==> src/hdl/eihp_pkg.sv <==
// ----------------------------------------------------------------------------
// eihp_pkg
// Types, field codes and limits shared by the header parser modules.
// ----------------------------------------------------------------------------
`timescale 1ns / 1ps
package eihp_pkg;

   localparam int unsigned MaxFrameBytes = 16384;
   localparam int unsigned GroupSlots    = 3;
   localparam int unsigned QueueDepth    = 4;

   localparam logic [4:0] CODE_ETH_DST    = 5'd0;
   localparam logic [4:0] CODE_ETH_SRC    = 5'd1;
   localparam logic [4:0] CODE_ETH_TYPE   = 5'd2;
   localparam logic [4:0] CODE_ARP_OPER   = 5'd3;
   localparam logic [4:0] CODE_ARP_SHA    = 5'd4;
   localparam logic [4:0] CODE_ARP_SPA    = 5'd5;
   localparam logic [4:0] CODE_ARP_THA    = 5'd6;
   localparam logic [4:0] CODE_ARP_TPA    = 5'd7;
   localparam logic [4:0] CODE_IP_VER     = 5'd8;
   localparam logic [4:0] CODE_IP_IHL     = 5'd9;
   localparam logic [4:0] CODE_IP_DSCP    = 5'd10;
   localparam logic [4:0] CODE_IP_ECN     = 5'd11;
   localparam logic [4:0] CODE_IP_TTL     = 5'd12;
   localparam logic [4:0] CODE_IP_PROTO   = 5'd13;
   localparam logic [4:0] CODE_IP_CSUM    = 5'd14;
   localparam logic [4:0] CODE_IP_SRC     = 5'd15;
   localparam logic [4:0] CODE_IP_DST     = 5'd16;
   localparam logic [4:0] CODE_IP_OK      = 5'd17;
   localparam logic [4:0] CODE_ICMP_TYPE  = 5'd18;
   localparam logic [4:0] CODE_SRC_PORT   = 5'd19;
   localparam logic [4:0] CODE_DST_PORT   = 5'd20;
   localparam logic [4:0] CODE_TCP_SEQ    = 5'd21;
   localparam logic [4:0] CODE_TCP_ACK    = 5'd22;
   localparam logic [4:0] CODE_TCP_OFF    = 5'd23;
   localparam logic [4:0] CODE_TCP_FLAGS  = 5'd24;
   localparam logic [4:0] CODE_TCP_WIN    = 5'd25;
   localparam logic [4:0] CODE_TCP_CSUM   = 5'd26;
   localparam logic [4:0] CODE_TCP_OK     = 5'd27;
   localparam logic [4:0] CODE_FRAME_END  = 5'd28;

   localparam logic [15:0] ETYPE_ARP  = 16'h0806;
   localparam logic [15:0] ETYPE_IPV4 = 16'h0800;
   localparam logic [7:0]  PROTO_ICMP = 8'd1;
   localparam logic [7:0]  PROTO_TCP  = 8'd6;
   localparam logic [7:0]  PROTO_UDP  = 8'd17;

   typedef enum logic [7:0] {
      PH_ETH  = 8'b00000001,
      PH_ARP  = 8'b00000010,
      PH_IP   = 8'b00000100,
      PH_ICMP = 8'b00001000,
      PH_UDP  = 8'b00010000,
      PH_TCPH = 8'b00100000,
      PH_TCPD = 8'b01000000,
      PH_IDLE = 8'b10000000
   } phase_type;

   typedef struct packed {
      logic [4:0]  code;
      logic [47:0] value;
      logic        trunc;
   } rec_type;

   typedef struct packed {
      rec_type [GroupSlots-1:0] rec;
      logic [1:0]               cnt;
   } group_type;

   function automatic logic [15:0] oc_add(input logic [15:0] s, input logic [15:0] w);
      logic [16:0] t;
      logic [16:0] r;
      t = {1'b0, s} + {1'b0, w};
      r = {1'b0, t[15:0]} + {16'd0, t[16]};
      return r[15:0];
   endfunction

endpackage

==> src/hdl/eihp_parser.sv <==
// ----------------------------------------------------------------------------
// eihp_parser
// Per-byte header state and record builder; one byte per cycle on byte_en.
// ----------------------------------------------------------------------------
`timescale 1ns / 1ps
module eihp_parser (
   input  logic                clock,
   input  logic                reset,
   input  logic                byte_en,
   input  logic [7:0]          data_byte,
   input  logic                frame_last,
   output eihp_pkg::group_type group_out
);
   import eihp_pkg::*;

   logic [15:0] pos_ff, pos_in;
   phase_type   phase_ff, phase_in;
   logic [47:0] acc_ff, acc_in;
   logic [3:0]  ihl_ff, ihl_in;
   logic [15:0] tlen_ff, tlen_in;
   logic [7:0]  proto_ff, proto_in;
   logic [15:0] ipsum_ff, ipsum_in;
   logic [15:0] segsum_ff, segsum_in;
   logic [7:0]  hold_ff, hold_in;
   logic [15:0] left_ff, left_in;

   always_ff @(posedge clock) begin
      if (reset) begin
         pos_ff    <= '0;
         phase_ff  <= PH_ETH;
         acc_ff    <= '0;
         ihl_ff    <= '0;
         tlen_ff   <= '0;
         proto_ff  <= '0;
         ipsum_ff  <= '0;
         segsum_ff <= '0;
         hold_ff   <= '0;
         left_ff   <= '0;
      end else if (byte_en) begin
         pos_ff    <= pos_in;
         phase_ff  <= phase_in;
         acc_ff    <= acc_in;
         ihl_ff    <= ihl_in;
         tlen_ff   <= tlen_in;
         proto_ff  <= proto_in;
         ipsum_ff  <= ipsum_in;
         segsum_ff <= segsum_in;
         hold_ff   <= hold_in;
         left_ff   <= left_in;
      end
   end

   function automatic rec_type mk(input logic [4:0] c, input logic [47:0] v,
                                  input logic t);
      rec_type r;
      r.code  = c;
      r.value = v;
      r.trunc = t;
      return r;
   endfunction

   always_comb begin
      logic [15:0] off;
      logic [15:0] soff;
      logic [15:0] word;
      logic        have;
      logic [3:0]  h;
      logic [5:0]  hlen;
      logic [15:0] slen;
      logic [15:0] s;
      logic        ok;
      logic [1:0]  n;
      pos_in    = pos_ff;
      phase_in  = phase_ff;
      acc_in    = acc_ff;
      ihl_in    = ihl_ff;
      tlen_in   = tlen_ff;
      proto_in  = proto_ff;
      ipsum_in  = ipsum_ff;
      segsum_in = segsum_ff;
      hold_in   = hold_ff;
      left_in   = left_ff;
      word      = {hold_ff, data_byte};
      have      = pos_ff[0];
      off       = pos_ff - 16'd14;
      h         = ihl_ff;
      hlen      = 6'd20;
      slen      = '0;
      soff      = '0;
      s         = '0;
      ok        = 1'b0;
      n         = '0;
      group_out = '0;
      if (pos_ff < 16'(MaxFrameBytes)) begin
         pos_in = pos_ff + 16'd1;
         unique case (phase_ff)
            PH_ETH: begin
               acc_in = {acc_ff[39:0], data_byte};
               if (!have) hold_in = data_byte;
               if (pos_ff == 16'd5) begin
                  group_out.rec[n] = mk(CODE_ETH_DST, acc_in, 1'b0); n = n + 2'd1;
               end else if (pos_ff == 16'd11) begin
                  group_out.rec[n] = mk(CODE_ETH_SRC, acc_in, 1'b0); n = n + 2'd1;
               end else if (pos_ff == 16'd13) begin
                  group_out.rec[n] = mk(CODE_ETH_TYPE, {32'd0, acc_in[15:0]}, 1'b0);
                  n = n + 2'd1;
                  if (acc_in[15:0] == ETYPE_ARP) phase_in = PH_ARP;
                  else if (acc_in[15:0] == ETYPE_IPV4) phase_in = PH_IP;
                  else phase_in = PH_IDLE;
               end
            end
            PH_ARP: begin
               acc_in = {acc_ff[39:0], data_byte};
               if (!have) hold_in = data_byte;
               if (off == 16'd7) begin
                  group_out.rec[n] = mk(CODE_ARP_OPER, {32'd0, acc_in[15:0]}, 1'b0);
                  n = n + 2'd1;
               end else if (off == 16'd13) begin
                  group_out.rec[n] = mk(CODE_ARP_SHA, acc_in, 1'b0); n = n + 2'd1;
               end else if (off == 16'd17) begin
                  group_out.rec[n] = mk(CODE_ARP_SPA, {16'd0, acc_in[31:0]}, 1'b0);
                  n = n + 2'd1;
               end else if (off == 16'd23) begin
                  group_out.rec[n] = mk(CODE_ARP_THA, acc_in, 1'b0); n = n + 2'd1;
               end else if (off == 16'd27) begin
                  group_out.rec[n] = mk(CODE_ARP_TPA, {16'd0, acc_in[31:0]}, 1'b0);
                  n = n + 2'd1;
                  phase_in = PH_IDLE;
               end
            end
            PH_IP: begin
               acc_in = {acc_ff[39:0], data_byte};
               if (!have) hold_in = data_byte;
               if (have) begin
                  ipsum_in = oc_add(ipsum_ff, word);
                  if (off >= 16'd12 && off <= 16'd19) segsum_in = oc_add(segsum_ff, word);
               end
               if (off == 16'd0) begin
                  ihl_in = data_byte[3:0];
                  group_out.rec[n] = mk(CODE_IP_VER, {44'd0, data_byte[7:4]}, 1'b0);
                  n = n + 2'd1;
                  group_out.rec[n] = mk(CODE_IP_IHL, {44'd0, data_byte[3:0]}, 1'b0);
                  n = n + 2'd1;
               end else if (off == 16'd1) begin
                  group_out.rec[n] = mk(CODE_IP_DSCP, {42'd0, data_byte[7:2]}, 1'b0);
                  n = n + 2'd1;
                  group_out.rec[n] = mk(CODE_IP_ECN, {46'd0, data_byte[1:0]}, 1'b0);
                  n = n + 2'd1;
               end else if (off == 16'd3) begin
                  tlen_in = acc_in[15:0];
               end else if (off == 16'd8) begin
                  group_out.rec[n] = mk(CODE_IP_TTL, {40'd0, data_byte}, 1'b0);
                  n = n + 2'd1;
               end else if (off == 16'd9) begin
                  proto_in = data_byte;
                  group_out.rec[n] = mk(CODE_IP_PROTO, {40'd0, data_byte}, 1'b0);
                  n = n + 2'd1;
               end else if (off == 16'd11) begin
                  group_out.rec[n] = mk(CODE_IP_CSUM, {32'd0, acc_in[15:0]}, 1'b0);
                  n = n + 2'd1;
               end else if (off == 16'd15) begin
                  group_out.rec[n] = mk(CODE_IP_SRC, {16'd0, acc_in[31:0]}, 1'b0);
                  n = n + 2'd1;
               end else if (off == 16'd19) begin
                  group_out.rec[n] = mk(CODE_IP_DST, {16'd0, acc_in[31:0]}, 1'b0);
                  n = n + 2'd1;
               end
               h    = (ihl_in < 4'd5) ? 4'd5 : ihl_in;
               hlen = {h, 2'b00};
               slen = (tlen_in > {10'd0, hlen}) ? tlen_in - {10'd0, hlen} : 16'd0;
               if (off == {10'd0, hlen - 6'd1}) begin
                  group_out.rec[n] = mk(CODE_IP_OK, {47'd0, ipsum_in == 16'hFFFF}, 1'b0);
                  n = n + 2'd1;
                  left_in   = slen;
                  segsum_in = oc_add(oc_add(segsum_in, 16'd6), slen);
                  if (proto_in == PROTO_ICMP) phase_in = PH_ICMP;
                  else if (proto_in == PROTO_UDP) phase_in = PH_UDP;
                  else if (proto_in == PROTO_TCP) phase_in = PH_TCPH;
                  else phase_in = PH_IDLE;
               end
            end
            PH_ICMP, PH_UDP, PH_TCPH, PH_TCPD: begin
               if (left_ff != 16'd0) begin
                  left_in = left_ff - 16'd1;
                  acc_in  = {acc_ff[39:0], data_byte};
                  if (!have) hold_in = data_byte;
                  if (have) segsum_in = oc_add(segsum_ff, word);
                  h    = (ihl_ff < 4'd5) ? 4'd5 : ihl_ff;
                  hlen = {h, 2'b00};
                  soff = off - {10'd0, hlen};
                  if (phase_ff == PH_ICMP) begin
                     if (soff == 16'd0) begin
                        group_out.rec[n] = mk(CODE_ICMP_TYPE, {40'd0, data_byte}, 1'b0);
                        n = n + 2'd1;
                        phase_in = PH_IDLE;
                     end
                  end else if (phase_ff == PH_UDP) begin
                     if (soff == 16'd1) begin
                        group_out.rec[n] = mk(CODE_SRC_PORT, {32'd0, acc_in[15:0]}, 1'b0);
                        n = n + 2'd1;
                     end else if (soff == 16'd3) begin
                        group_out.rec[n] = mk(CODE_DST_PORT, {32'd0, acc_in[15:0]}, 1'b0);
                        n = n + 2'd1;
                        phase_in = PH_IDLE;
                     end
                  end else if (phase_ff == PH_TCPH) begin
                     if (soff == 16'd1) begin
                        group_out.rec[n] = mk(CODE_SRC_PORT, {32'd0, acc_in[15:0]}, 1'b0);
                        n = n + 2'd1;
                     end else if (soff == 16'd3) begin
                        group_out.rec[n] = mk(CODE_DST_PORT, {32'd0, acc_in[15:0]}, 1'b0);
                        n = n + 2'd1;
                     end else if (soff == 16'd7) begin
                        group_out.rec[n] = mk(CODE_TCP_SEQ, {16'd0, acc_in[31:0]}, 1'b0);
                        n = n + 2'd1;
                     end else if (soff == 16'd11) begin
                        group_out.rec[n] = mk(CODE_TCP_ACK, {16'd0, acc_in[31:0]}, 1'b0);
                        n = n + 2'd1;
                     end else if (soff == 16'd12) begin
                        group_out.rec[n] = mk(CODE_TCP_OFF, {44'd0, data_byte[7:4]}, 1'b0);
                        n = n + 2'd1;
                     end else if (soff == 16'd13) begin
                        group_out.rec[n] = mk(CODE_TCP_FLAGS, {40'd0, data_byte}, 1'b0);
                        n = n + 2'd1;
                     end else if (soff == 16'd15) begin
                        group_out.rec[n] = mk(CODE_TCP_WIN, {32'd0, acc_in[15:0]}, 1'b0);
                        n = n + 2'd1;
                     end else if (soff == 16'd17) begin
                        group_out.rec[n] = mk(CODE_TCP_CSUM, {32'd0, acc_in[15:0]}, 1'b0);
                        n = n + 2'd1;
                        phase_in = PH_TCPD;
                     end
                  end
               end
            end
            default: begin
            end
         endcase
      end
      if (frame_last) begin
         h    = (ihl_in < 4'd5) ? 4'd5 : ihl_in;
         hlen = {h, 2'b00};
         slen = (tlen_in > {10'd0, hlen}) ? tlen_in - {10'd0, hlen} : 16'd0;
         if (phase_in == PH_TCPD) begin
            s  = segsum_in;
            ok = (left_in == 16'd0);
            if (ok && slen[0]) s = oc_add(s, {hold_in, 8'd0});
            group_out.rec[n] = mk(CODE_TCP_OK, {47'd0, ok && (s == 16'hFFFF)}, 1'b0);
            n = n + 2'd1;
         end
         group_out.rec[n] = mk(CODE_FRAME_END, {32'd0, pos_in},
                               (phase_in != PH_TCPD) && (phase_in != PH_IDLE));
         n = n + 2'd1;
         pos_in    = '0;
         phase_in  = PH_ETH;
         acc_in    = '0;
         ihl_in    = '0;
         tlen_in   = '0;
         proto_in  = '0;
         ipsum_in  = '0;
         segsum_in = '0;
         hold_in   = '0;
         left_in   = '0;
      end
      group_out.cnt = n;
   end

endmodule

==> src/hdl/eihp_queue.sv <==
// ----------------------------------------------------------------------------
// eihp_queue
// Queue of record groups with a serializer that sends one record per beat.
// ----------------------------------------------------------------------------
`timescale 1ns / 1ps
module eihp_queue (
   input  logic                clock,
   input  logic                reset,
   input  logic                push,
   input  eihp_pkg::group_type push_group,
   output logic                full,
   output logic                out_valid,
   input  logic                out_ready,
   output eihp_pkg::rec_type   out_rec,
   output logic                out_last
);
   import eihp_pkg::*;

   localparam int unsigned PtrW = $clog2(QueueDepth);

   group_type           mem_ff [QueueDepth];
   logic [PtrW-1:0]     wr_ff, wr_in, rd_ff, rd_in;
   logic [PtrW:0]       cnt_ff, cnt_in;
   logic [1:0]          idx_ff, idx_in;
   group_type           head;
   logic                pop;

   assign head      = mem_ff[rd_ff];
   assign full      = (cnt_ff == (PtrW+1)'(QueueDepth));
   assign out_valid = (cnt_ff != '0);
   assign out_rec   = head.rec[idx_ff];
   assign out_last  = (idx_ff == head.cnt - 2'd1);
   assign pop       = out_valid && out_ready && out_last;

   always_comb begin
      wr_in  = push ? wr_ff + 1'b1 : wr_ff;
      rd_in  = pop ? rd_ff + 1'b1 : rd_ff;
      cnt_in = cnt_ff + (PtrW+1)'(push) - (PtrW+1)'(pop);
      idx_in = idx_ff;
      if (out_valid && out_ready) idx_in = out_last ? 2'd0 : idx_ff + 2'd1;
   end

   always_ff @(posedge clock) begin
      if (reset) begin
         wr_ff  <= '0;
         rd_ff  <= '0;
         cnt_ff <= '0;
         idx_ff <= '0;
      end else begin
         wr_ff  <= wr_in;
         rd_ff  <= rd_in;
         cnt_ff <= cnt_in;
         idx_ff <= idx_in;
      end
   end

   always_ff @(posedge clock) begin
      if (push) mem_ff[wr_ff] <= push_group;
   end

endmodule

==> src/hdl/eth_ipv4_header_parser_checksum_top.sv <==
// ----------------------------------------------------------------------------
// eth_ipv4_header_parser_checksum_top
// Ethernet, ARP, IPv4, ICMP, UDP and TCP header parser with checksum checks.
//
//   Channel  Ports  Beat
//   input    req_   one frame byte and its last flag
//   output   rsp_   one field record (code, value, truncation, run end)
//
// One byte is taken per cycle; its records are built in that cycle and queued
// as a group of up to three. The output sends one record per beat, so a byte
// with several records holds the queue head until all are sent. Input stalls
// only when the four-group queue is full. Reset is synchronous and empties it.
// ----------------------------------------------------------------------------
`timescale 1ns / 1ps
module eth_ipv4_header_parser_checksum_top (
   input  logic        clock,
   input  logic        reset,
   input  logic        req_valid,
   output logic        req_ready,
   input  logic [7:0]  req_data_byte,
   input  logic        req_frame_last,
   output logic        rsp_valid,
   input  logic        rsp_ready,
   output logic [4:0]  rsp_field_code,
   output logic [47:0] rsp_field_value,
   output logic        rsp_frame_truncated,
   output logic        rsp_run_last
);
   import eihp_pkg::*;

   logic      beat;
   logic      full;
   group_type grp;
   rec_type   rec;

   assign req_ready = !full;
   assign beat      = req_valid && req_ready;

   eihp_parser u_parser (
      .clock      (clock),
      .reset      (reset),
      .byte_en    (beat),
      .data_byte  (req_data_byte),
      .frame_last (req_frame_last),
      .group_out  (grp)
   );

   eihp_queue u_queue (
      .clock      (clock),
      .reset      (reset),
      .push       (beat && (grp.cnt != 2'd0)),
      .push_group (grp),
      .full       (full),
      .out_valid  (rsp_valid),
      .out_ready  (rsp_ready),
      .out_rec    (rec),
      .out_last   (rsp_run_last)
   );

   assign rsp_field_code      = rec.code;
   assign rsp_field_value     = rec.value;
   assign rsp_frame_truncated = rec.trunc;

endmodule
==> config.mk <==
export PLATFORM = sky130hd
export DESIGN_NAME = eth_ipv4_header_parser_checksum_top
export DESIGN_NICKNAME = d
export VERILOG_FILES = /design/src/hdl/eihp_pkg.sv /design/src/hdl/eihp_parser.sv /design/src/hdl/eihp_queue.sv /design/src/hdl/eth_ipv4_header_parser_checksum_top.sv
export SDC_FILE = /design/constraint.sdc
export NUM_CORES = 1
export LEC_CHECK = 0
export BUFFER_PORTS_ARGS = -buffer_cell sky130_fd_sc_hd__buf_2
export CORE_MARGIN = 1
export CORE_UTILIZATION = 45
export CTS_BUF_LIST = sky130_fd_sc_hd__clkbuf_2 sky130_fd_sc_hd__clkbuf_4 sky130_fd_sc_hd__clkbuf_8
export DETAILED_ROUTE_END_ITERATION = 8
export PLACE_DENSITY = 0.62
export SYNTH_ARGS = -nofsm -noshare
export SYNTH_HDL_FRONTEND = slang
export SYNTH_SLANG_ARGS = --single-unit
==> constraint.sdc <==
create_clock -name clock -period 18.2 [get_ports clock]
set_input_delay 1.82 -clock clock [delete_from_list [all_inputs] [get_ports clock]]
set_output_delay 1.82 -clock clock [all_outputs]
set_load 0.005 [all_outputs]
# Yosys cells after proc, flatten, opt, wreduce, memory -nomap -nowiden
# Memories as Yosys holds them, arrays and structs flattened. A register that Yosys moved wholly into a read port is not among the register bits.
# Cells that the tools add are included.
# word_totals
in_bits	13
mem_bits_rw	656
memories	1
reg_bits	157
# mem_list
name	words	width	rd	rd_clocked_by_memory_dff	write_ports	line_no	source
u_queue.mem_ff	4	164	1	1	1	eihp_queue.sv:21	group_type mem_ff [QueueDepth];
# classes
n_lt_le_gt_ge	15
addsub	26
n_reduce_logical	25
n_mux	192
eq_ne	44
# op_table
op	count
54-bit two-way mux	29
162-bit two-way mux	5
16-bit two-way mux	33
162-bit bitwise mux	3
108-bit two-way mux	4
8-bit two-way mux	45
54-bit demux with 2-bit select	3
54-bit case mux with 4 select lines	1
16-bit by 4-bit equality test with 1-bit output (second input constant)	11
51-bit two-way mux	3
40-bit two-way mux	3
54-bit binary-select mux with 2-bit select	1
52-bit two-way mux	2
16-bit by 1-bit adder with 16-bit output	5
16-bit by 5-bit equality test with 1-bit output (second input constant)	5
40-bit case mux with 2 select lines	1
2-bit two-way mux	35
16-bit by 16-bit adder with 17-bit output	4
16-bit case mux with 2 select lines	2
53-bit two-way mux	1
16-bit by 3-bit equality test with 1-bit output (second input constant)	3
16-bit logical NOT	3
4-bit two-way mux	9
16-bit by 1-bit equality test with 1-bit output (second input constant)	2
other kinds (47)	89

# Depth between registers and ports, before layout
# depth
ltp_word	28
depth_mapped	67

# Modules after synthesis
# Synthesis repeated with hierarchy kept, for this count alone.
# hier_totals
cells_unflattened	3496
hier_area_um2	42391.9
# modules_own_cells
module	cells_per_inst	area_each_um2	instances
eihp_queue	1107	25344.3	1
eihp_parser	2386	17022.6	1
eth_ipv4_header_parser_checksum_top	3	25.0	1

# Worst setup path after synthesis
# OpenSTA, ideal clock, no wires.
# synth_timing
path_type	input port to flip-flop
startpoint	input port req_data_byte[0]
endpoint	memory u_queue.mem_ff[0][57] in the netlist's numbering (data pin)
required_ps	18006
setup_slack_ps	4641
arrival_ps	13365
cell_stages	63
path_buffers	1
path_cell_list	ha_1 > fa_1 > a211oi_1 > o211ai_1 > a311o_1 > nand3_1 > nand2b_1 > a21oi_1 > o21bai_1 > a21o_1 > ha_1 > ha_1 > and2_1 > nand4_1 > or3_1 > o31a_1 > nor2_1 > o21ai_0 > (+27 left out) > inv_1 > fa_1 > nor2b_1 > o21ai_0 > nand2b_1 > a21o_1 > a21o_1 > a21o_1 > a21o_1 > ha_1 > ha_1 > inv_1 > a2111oi_2 > nand4_1 > xor2_1 > a2111oi_4 > o2111ai_2 > o31ai_2
# synth_rtl
item	line_no	source
start, declared	eth_ipv4_header_parser_checksum_top.sv:20	input logic [7:0] req_data_byte,
end, declared	eihp_queue.sv:21	

==> metrics.md <==
| Metric | Value |
|---|---|
| Syn-to-layout area delta | 9.96% |
| Flops & latches, synth | 559 |
| Vias in the first global route | 25.9k |
| Crit-path max FO | 18 |
| Postcts setup bufs | 0 |
| Core area | 70600 µm² |
| Clk_skew | 49.1 ps |
| Post-DR vias/cell | 6.34 |
| Post-CTS resize count | 0 |
| Final Max Slew Viols | 0 |
| # IOs | 70 |
| Layout cell share with drive strength beyond 1 | 0.152 |
| CTS tree | built |
| Slew margin rel. | 0.197 |
| Hold Crit Class | reg -> reg |
| Layout Cells excl Fill | 4151 |
| Worst EP required | 18680 ps |
| Cell mode on critical path | ha_1 |
| Row count | 97 |
| Ys flop type | edfxtp_1 |
| Min Tclk post-route | 15580 ps |
| Global-route wire length before repair | 161 mm |
| Starting Density | 0.458 |
| Syn Area/Cell | 10.5 µm² |
| Skew-Pair Late Insertion Delay | 720 ps |
| Clock-pin transition on the worst setup and hold timing paths | 60 ps |
| Grt ovf | 0 |
| Synth async-reset ratio | 0 |
| Die area | 73000 µm² |
| Initial antenna violation count | 5 |
| Die height | 270 µm |
| Crit path capture type | flop |
| Worst EP arrival | 16060 ps |
| Setup ws final | 2620 ps |
| Root Buffer | clkbuf_8 |
| Final Hold Fails | 0 |
| Fill count | 6391 |
| Distinct cells, synth | 113 |
| DRC | 0 |
| Starting DRC count in detailed routing | 2421 |
| IO buf count | 69 |
| Mapped Cells | 3086 |
| Crit path launch type | primary input |
| Post-Route WL | 107 mm |
| Placed cell count | 3979 |
| Dpl hpwl | 75.0 mm |
| Pre-CTS WS | 2150 ps |
| Sequential share of the synthesized area | 0.470 |
| Largest net degree at the start of global routing | 83 |
| Post-synth EDFFs | 400 |
| Synthesized Nets | 3206 |
| WL per Instance | 25.7 µm |
| Layout Utilization | 0.504 |
| Synth Warn # | 0 |
| Die width | 270 µm |
| GRT Util Overall | 0.288 |
| Critical path's slowest cell | a2111oi_0 |
| Period utilization | 0.856 |
| Synthesized cell area | 32400 µm² |
| Vias | 26.3k |
| Num CTS Buffers | 92 |
| Fmax | 0.0642 GHz |
| RSZ-0062 raised after global routing | no |
| Hold buffer count at cts | 0 |
| # clock sinks | 559 |
| Clk buf depth | 3 |
| Outcome | finished clean |
| WHS | 452 ps |
| Drt pass-1 iters | 6 |
| Routability Congestion | 1.01 |
| Power Density | 83.7 nW/µm² |
| H-tree Lvls | 3 |
| Setup TNS Final | 0 ps |
| Leak | 12.7 nW |
| WS Path Type | in -> reg |
| Worst vdd ir | 0.0564 mV |
| Least-Margin Pin Slew | 1200 ps |
| # setup viols final | 0 |
| Antenna Violating Nets Remaining | 0 |
| Critical Path Max Stage Delay | 720 ps |
| Max cap viols | 0 |
| Final-stage net count | 3253 |
==> cell type report <==
cell class | instances | area (µm²) | area share
tap | 940 | 1180 | 0.0331
timing repair buffer | 133 | 828 | 0.0233
antenna | 1 | 2.50 | 0.0000703
clock buffer | 135 | 1640 | 0.0461
clock inverter | 36 | 245 | 0.00689
sequential | 559 | 15200 | 0.427
multi-input combinational | 2258 | 16200 | 0.454
inverter | 89 | 334 | 0.00939
==> metal layers <==
layer,track usage,up-vias,share of wire
met3,0.0494,254,0.075
met1,0.375,13100,0.41
met2,0.468,1165,0.47
li1,-,11800,-
met4,0.137,4,0.048
met5,0,-,0.00033
==> cell usage in the layout, fill, tap and decap left out, types with 42 or more instances in the layout <==
master    synthesis  layout
nand3_1          66      66
nor2b_1          61      61
dfxtp_1         159     156
xnor2_1          83      83
mux2i_1          49      49
buf_2             8      68
clkbuf_8          0     100
a22oi_1         108     108
buf_4             0      65
ha_1            100     100
xor2_1           48      48
and3_1           47      47
o22ai_1          42      42
nand2_1         212     211
o21ai_0         113     113
a21oi_1         161     161
nor2_1          362     361
nor4_1           44      44
mux4_2          100     100
nor3_1           99      97
edfxtp_1        400     400
inv_1            88      88
==> synthesized netlist by cell type (all sizes together), types with 10 or more instances <==
library cell  instances  area, µm²
nand4                37        231
nor2b                61        382
o21ai               118        594
a2111oi              16        166
and2                 45        282
nand2               212        796
o21a                 16        120
or4                  17        135
mux2                 10        113
xor2                 48        420
dfxtp               159       3180
xnor2                83        727
or3                  27        174
ha                  100       1250
mux4                100       2250
a211o                12        105
nor2                363       1370
nor3                102        532
inv                  88        330
nand3b               11       82.6
buf                  34        175
mux2i                49        490
nor3b                20        150
a31oi                23        165
or2                  22        138
o22ai                42        263
nand2b               39        244
a21o                 29        218
a22oi               108        811
edfxtp              400      12000
nor4                 52        393
o311ai               10       87.6
and3                 47        294
nand3                67        340
a211oi               37        288
o31a                 10       88.8
clkbuf              146        549
a21oi               161        806
o31ai                19        180
==> where the power goes <==
part	total (W)	internal [W]	leakage [nW]	switching, W
Sequential	0.00142	0.00140	5.20	0.0000246
Combinational	0.000428	0.000158	6.50	0.000270
Clock	0.00113	0.000600	1.01	0.000530
Total	0.00298	0.00215	12.7	0.000825
==> worst max-delay path, delay by kind of cell <==
kind            cells  cell delay [ps]
simple gates       19             3220
buf+inv             3              460
compound gates     26             6810
fa+ha+maj          13             3350
xor+xnor            2              360
==> final timing paths <==
check                     endpoint            startpoint  slack, ps  cells after the start
max          u_queue.mem_ff[0][57]      req_data_byte[0]       2620                     63
min           u_parser.proto_ff[6]  u_parser.proto_ff[6]        450                      2
max reg2reg  u_queue.mem_ff[0][57]    u_parser.pos_ff[1]       3180                     54
min reg2reg   u_parser.proto_ff[6]  u_parser.proto_ff[6]        450                      2
==> kinds of logic (layout without fill, tap and decap cells) <==
family,count (synthesis),count (layout),share of synthesized area
xor+xnor,131,131,0.0355
flops,559,559,0.470
simple gates,1150,1150,0.179
fa+ha+maj,109,109,0.0436
other cells,1,2,0.000116
compound gates,708,708,0.151
mux,159,159,0.0882
buf+inv,269,393,0.0327
==> sequential cells by signal (all words and copies together), names as in the netlist, 8 cells and up, named ones only <==
signal and count:
u_parser.left_ff 16, u_parser.hold_ff 8, u_parser.phase_ff 8, u_parser.segsum_ff 16, u_parser.pos_ff 16, u_parser.tlen_ff 16
u_parser.acc_ff 40, u_queue.mem_ff 400, u_parser.ipsum_ff 16, u_parser.proto_ff 8
==> through the flow <==
| stage | power [W] | cell area (µm²) |
|---|---|---|
| after floorplan | 0.00171 | 32400 |
| after global placement | 0.00187 | 33700 |
| after detailed placement | 0.00188 | 33700 |
| after CTS | 0.00300 | 35600 |
| after global routing | 0.00309 | 35600 |
| final | 0.00298 | 35600 |
Note: power is estimated with default switching activity, not from simulation.
